**config.mk**
```make
export PLATFORM = sky130hd
export DESIGN_NAME = jpg_mod
export DESIGN_NICKNAME = d
export VERILOG_FILES = /design/src/rtl/core/jpg_pkg.sv /design/src/rtl/core/jpg_mod.sv
export SDC_FILE = /design/constraint.sdc
export NUM_CORES = 1
export LEC_CHECK = 0
export BUFFER_PORTS_ARGS = -buffer_cell sky130_fd_sc_hd__buf_4
export CORE_UTILIZATION = 49
export DETAILED_ROUTE_END_ITERATION = 10
export PLACE_DENSITY = 0.75
export SYNTH_ARGS = -nofsm -noshare
export SYNTH_HDL_FRONTEND = slang
export SYNTH_SLANG_ARGS = --single-unit
```
**constraint.sdc**
```tcl
create_clock -name i_clk -period 2.35 [get_ports i_clk]
set_clock_uncertainty 0.1 [all_clocks]
set_input_delay 0.1175 -clock i_clk [delete_from_list [all_inputs] [get_ports i_clk]]
set_output_delay 0.1175 -clock i_clk [all_outputs]
set_load 0.05 [all_outputs]
```
**src/rtl/core/jpg_pkg.sv**
```systemverilog
`default_nettype none

package jpg_pkg;

    // Width of the register and result fields.
    localparam int FIELD_W = 13;

    // Stream data widths, padded to whole bytes.
    localparam int IN_TDATA_W  = 8;
    localparam int OUT_TDATA_W = 16;

    // Default ring size.
    localparam int DEF_RING_DEPTH = 4096;

    // Configuration register indexes.
    localparam int CFG_IDX_W = 1;
    localparam logic [CFG_IDX_W-1:0] REG_PEOPLE_COUNT = 1'd0;
    localparam logic [CFG_IDX_W-1:0] REG_STEP_COUNT   = 1'd1;

    typedef logic [FIELD_W-1:0] t_field;

endpackage

`default_nettype wire

```
**src/rtl/core/jpg_mod.sv**
```systemverilog
`default_nettype none

// Restoring remainder unit: one dividend bit per cycle.
module jpg_mod #(
    parameter int CW = 13
) (
    input  wire logic                      i_clk,
    input  wire logic                      i_rst_n,
    input  wire logic                      i_start,
    input  wire logic [jpg_pkg::FIELD_W-1:0] i_dividend,
    input  wire logic [CW-1:0]             i_divisor,
    output logic                           o_done,
    output logic      [CW-1:0]             o_rem
);

    localparam int KW  = jpg_pkg::FIELD_W;
    localparam int NW  = $clog2(KW + 1);

    logic          r_busy;
    logic          r_done;
    logic [NW-1:0] r_cnt;
    logic [KW-1:0] r_a;
    logic [CW-1:0] r_rem;
    logic [CW+1:0] n_shift;
    logic [CW+1:0] n_diff;

    // Bring in the next dividend bit and try the subtraction.
    assign n_shift = {1'b0, r_rem, r_a[KW-1]};
    assign n_diff  = n_shift - {2'b00, i_divisor};

    // Control of the iteration.
    always_ff @(posedge i_clk) begin
        if (!i_rst_n) begin
            r_busy <= 1'b0;
            r_done <= 1'b0;
            r_cnt  <= '0;
        end else begin
            r_done <= !i_start && r_busy && (r_cnt == NW'(KW - 1));
            if (i_start) begin
                r_busy <= 1'b1;
                r_cnt  <= '0;
            end else if (r_busy) begin
                r_cnt <= r_cnt + 1'b1;
                if (r_cnt == NW'(KW - 1)) begin
                    r_busy <= 1'b0;
                end
            end
        end
    end

    // Partial remainder and dividend shift register.
    always_ff @(posedge i_clk) begin
        if (i_start) begin
            r_a   <= i_dividend;
            r_rem <= '0;
        end else if (r_busy) begin
            r_a <= {r_a[KW-2:0], 1'b0};
            if (!n_diff[CW+1]) begin
                r_rem <= n_diff[CW-1:0];
            end else begin
                r_rem <= n_shift[CW-1:0];
            end
        end
    end

    assign o_done = r_done;
    assign o_rem  = r_rem;

endmodule

`default_nettype wire

```
== After elaboration in Yosys (flattened, before gate mapping) ==
Cells that the tools add are included.
Word-level totals
  flip-flop bits (word level): 32
  input port bits: 29
  output and inout port bits: 14
  word-level logic and storage cells: 20
Cells by class
  add/sub/neg operators: 2
  equal/unequal tests: 1
  multiplexer cells: 6
  bitwise logic cells: 1
  reductions and logical operators: 5
Operator list (number)
  13-bit two-way mux: 3
  14-bit by 13-bit subtractor with 15-bit output: 1
  4-bit by 1-bit adder with 4-bit output (second input constant): 1
  4-bit equality test (second input constant): 1
  1-bit two-way mux: 3
  1-bit logical AND: 2
  2-bit nonzero test: 1
  2-bit OR reduction: 1
  1-bit logical NOT: 1
  1-bit NOT: 1

== Longest topological paths before layout ==
  depth after elaboration: 4
  depth in mapped cells: 10
  mapped depth without buffers: 9

== Worst setup path after synthesis ==
No wires, ideal clock.
  kind: flip-flop to flip-flop
  from: register r_rem[0] (netlist: o_rem[0])
  to: register r_rem[10] (netlist: o_rem[10])
  library setup time: 0.057 ns
  data arrival time: 2.493 ns
  data required time: 2.193 ns
  slack: -0.300 ns
  stages on the path, launching flop included: 10
  path buffers: 1
  clock period less this slack: 2.650 ns
  cells stage by stage: dfxtp_1 -> inv_1 -> fa_1 -> nand2b_1 -> a21o_2 -> a21oi_2 -> o31ai_4 -> buf_6 -> a311oi_1 -> o31a_2
On the way
  word-level cells in the longest chain between the ends: 2
Ends and longest elaborated chain
  start, declared: RTL line jpg_mod.sv:23  | logic [CW-1:0] r_rem;
  start signal, assigned: RTL line jpg_mod.sv:59  | r_rem <= n_diff[CW-1:0];
  start signal, assigned: RTL line jpg_mod.sv:61  | r_rem <= n_shift[CW-1:0];
  14-bit by 13-bit subtractor with 15-bit output: RTL line jpg_mod.sv:29  | assign n_diff = n_shift - {2'b00, i_divisor};
  13-bit two-way mux: RTL line jpg_mod.sv:58  | if (!n_diff[CW+1]) begin
Every way passes these cells.
A chain may end at the register's enable or synchronous reset.

== Worst setup path after layout ==
  from: register r_a[12]
  to: register r_rem[1] (netlist: o_rem[1])
On the way
  word-level cells in the longest chain between the ends: 2
Ends and longest elaborated chain
  start, declared: RTL line jpg_mod.sv:22  | logic [KW-1:0] r_a;
  start signal, assigned: RTL line jpg_mod.sv:54  | r_a <= i_dividend;
  start signal, assigned: RTL line jpg_mod.sv:57  | r_a <= {r_a[KW-2:0], 1'b0};
  14-bit by 13-bit subtractor with 15-bit output: RTL line jpg_mod.sv:29
  13-bit two-way mux: RTL line jpg_mod.sv:58
Every way passes these cells.

==> impl_summary.md <==
Placed design
After legalization and detailed placement, the total HPWL measured 3268 um. After detailed placement, the total cell area comes to 2484 um2. At the end of routability-driven placement, the weighted congestion stood at a little over 0.8. Counting tap cells, the placed design contains a total of 311 instances.

The count of input and output buffers is between 40 and 50. The worst-case setup slack after placement is -0.1459 ns.

Die
After floorplanning, the core was sized to cover 4058 um2. Row generation in the floorplan step produced 23 rows. From bottom edge to top edge, the die measures around 68 um.

Pin placement for this block handled 43 I/O pins. The die covers 4569 um2. The initial utilization of the core area, before any placement, comes to 51.96%. The die span in x is 67.60 um.

Status
The checks that failed: setup timing. The flow ran to the end, but the final reports show violations.

Worst setup path
By startpoint and endpoint, the worst setup path is classified as reg2reg. The kind of capture point of the worst setup path is a register. The endpoint arrival time on the critical path is 2.51 ns.

The required arrival time at the worst endpoint is 2.44 ns. The highest fanout seen on the critical path is 5. STA classifies the critical path startpoint as a register.

Timing
At the pin with the least slew margin, the transition time is 0.5815 ns. The final critical path time including I/O delays and setup is 2.422 ns. The number of max-slew violations in the final report is 0.

The number of endpoints with negative hold slack in the final report is 0. The highest attainable clock frequency is 0.4130 GHz. In the post-route analysis, the smallest setup slack over all paths is -0.07151 ns. Measured against its own limit, the worst slew margin works out to ~61%. The post-route clock period utilization is 103.0%. Setup repair after global routing could not meet its margin everywhere.

The final-layout worst hold slack is around 0.027 ns. Setup violations remaining at the end of the flow were counted as 3.

Route
The via total after detailed routing is between 1,500 and 2,000. After detailed routing, the total wire length is 4966 um. The detailed router finished its first iteration with 111 violations. The remaining number of nets flagged by the antenna check after routing is 0. The routed wirelength normalized by instance count is 15.05 um. The count of TritonRoute iterations in the first routing pass is 4. For this run, design rule violations remaining after detail routing come to 0.

In the routed layout, each cell is associated on average with a via count of 5.482.

Yosys
Yosys mapped the design onto 41 distinct sky130hd cell types. Counting every instance in the synthesized netlist gives 218. The number of synthesis warnings is 0. The number of enable flip-flop cells after synthesis is 13. The post-synthesis async set-or-reset flop share is 0%. The post-synthesis cell area is 2108 um2.

Among all flip-flop cells after synthesis, the most frequent one is sky130_fd_sc_hd__dfxtp_1. The share of the yosys chip area belonging to registers is 36.56%. The mean post-synth cell area is 9.671 um2.

The number of nets in the synthesized netlist is 263. Counting flops and latches in the post-synthesis netlist gives 32.

GRT
The via count of the first global-routing pass is 1,745. The initial antenna violation count is 0. The first global-routing pass estimated 7721 um of wire.

The total overflow reported by the global router is 0. Across every metal layer, demand over resource in global routing totals 23.19%. The pin count of the biggest net entering global routing is 32.

Layout
The finished layout holds 330 standard cells, fillers aside. The final cell area excluding filler cells is 2780 um2. 0 antenna diodes ended up in the layout.

The number of nets in the layout is 324. The library cell used most frequently in the layout, excluding fill and tap cells, is sky130_fd_sc_hd__buf_4. The layout-stage area growth over the synthesis result is 31.87%. The post-route netlist has 38.57% of its cells at a drive strength greater than 1. The library cells used most frequently in the layout, excluding fill and tap cells, are sky130_fd_sc_hd__buf_4 (58), sky130_fd_sc_hd__nor2_1 (25), sky130_fd_sc_hd__inv_1 (21). The post-route core utilization is 68.52%.

Power and ir drop
Across the VDD grid, the largest voltage drop is ~0.33 mV. The leakage power figure is 1.258 nW. Power spread over the standard cell area amounts to 635.2 nW/um2.

CTS
The longest clock path from root to sink contains 2 buffers. The tree is rooted in a sky130_fd_sc_hd__clkbuf_8. At the later pin of the worst-skew pair, clock insertion delay measures approximately 0.29 ns. The clock net sink count is 32.

TritonCTS built the clock tree. In this run, CTS created clock tree buffers numbering 5. The total number of H-tree levels is 2. The register clock-pin slew on the reported worst setup and hold paths is 0.07 ns.

Flow run
Max-cap violations in this run came to 0.

Min path
The kind of path behind the tightest hold check is in2reg.
per-stage QoR:
stage | TNS (ns) | power (mW)
global placement | 0 | 1.156
global route | -1.034 | 1.848
CTS | -0.1031 | 1.742
floorplan | 0 | 1.032
finish | -0.1102 | 1.766
detailed placement | -1.021 | 1.171
flip-flops by register name (all words and copies together) (netlist names):
name,count
r_busy,1
o_rem,13
r_cnt,4
r_a,13
o_done,1
layer usage:
| metal | part of all wire, % | vias to the layer above | GRT usage, % |
|---|---|---|---|
| li1 | - | 898 | - |
| met1 | 43 | 848 | 28.54 |
| met2 | 51 | 52 | 39.36 |
| met3 | 4.0 | 11 | 5.912 |
| met4 | 1.8 | 0 | 6.915 |
| met5 | 0 | - | 0 |
repair_timing:
item | in CTS | in global routing
setup buffers | 9 | 2
gates resized for setup | 16 | 6
pin swaps | 10 | 6
setup endpoints to repair | 12 | 12
endpoints found under the hold margin | 1 | 0
hold buffers | 1 | 0
path summary, 6_finish.rpt:
kind	startpoint	endpoint	slack, ns	cells past startpoint
setup / recovery	r_a[12]	o_rem[1]	-0.07	10
hold reg to reg	o_rem[3]	o_rem[3]	0.41	2
setup reg to reg	r_a[12]	o_rem[1]	-0.07	10
hold / removal	i_dividend[0]	r_a[0]	0.03	2
kinds of logic after synthesis:
logic type | after synthesis | share of synthesized area [%]
buffers and inverters | 31 | 8.487
adders and majority gates | 16 | 9.852
xor gates and xnor gates | 11 | 4.570
muxes | 23 | 11.69
AOI/OAI and AO/OA | 45 | 15.37
and+or+nand+nor | 60 | 13.47
DFF | 32 | 36.56
Yosys cell counts, types with 6 or more instances:
cell	count	area (um2)
sky130_fd_sc_hd__nor2_1	25	93.84
sky130_fd_sc_hd__inv_1	22	82.58
sky130_fd_sc_hd__dfxtp_1	19	380.4
sky130_fd_sc_hd__ha_1	15	187.7
sky130_fd_sc_hd__a21oi_1	13	65.06
sky130_fd_sc_hd__edfxtp_1	13	390.4
sky130_fd_sc_hd__mux2_2	13	146.4
sky130_fd_sc_hd__a211oi_1	10	75.07
sky130_fd_sc_hd__mux2i_1	10	100.1
sky130_fd_sc_hd__nand2_1	9	33.78
sky130_fd_sc_hd__nor3_1	7	35.03
sky130_fd_sc_hd__xnor2_1	7	61.31
sky130_fd_sc_hd__nand2b_1	6	37.54
where the power goes:
part	leakage, nW	internal, mW	switching, mW	total [mW]
combinational	0.912	0.269	0.302	0.571
sequential	0.292	0.630	0.0374	0.668
clock	0.0552	0.315	0.212	0.527
total	1.26	1.21	0.552	1.77
layout make-up:
cell class	count	area (um2)
fill	305	1277
multi-input combinational	155	1235
sequential	32	789.5
timing repair buffer	63	503.0
inverter	22	82.58
clock buffer	6	72.57
tap	50	62.56
clock inverter	2	35.03
worst max-delay path, stage by stage, from the launching register on:
cell and delay [ns]:
sky130_fd_sc_hd__edfxtp_1 0.34, sky130_fd_sc_hd__inv_2 0.06, sky130_fd_sc_hd__ha_4 0.16, sky130_fd_sc_hd__fa_2 0.34
sky130_fd_sc_hd__nand2b_4 0.16, sky130_fd_sc_hd__a21o_4 0.23, sky130_fd_sc_hd__a21oi_4 0.16, sky130_fd_sc_hd__o31ai_4 0.11
sky130_fd_sc_hd__buf_6 0.16, sky130_fd_sc_hd__or4_1 0.40, sky130_fd_sc_hd__o311ai_1 0.10
No activity file was read; power rests on OpenSTA's default activity.
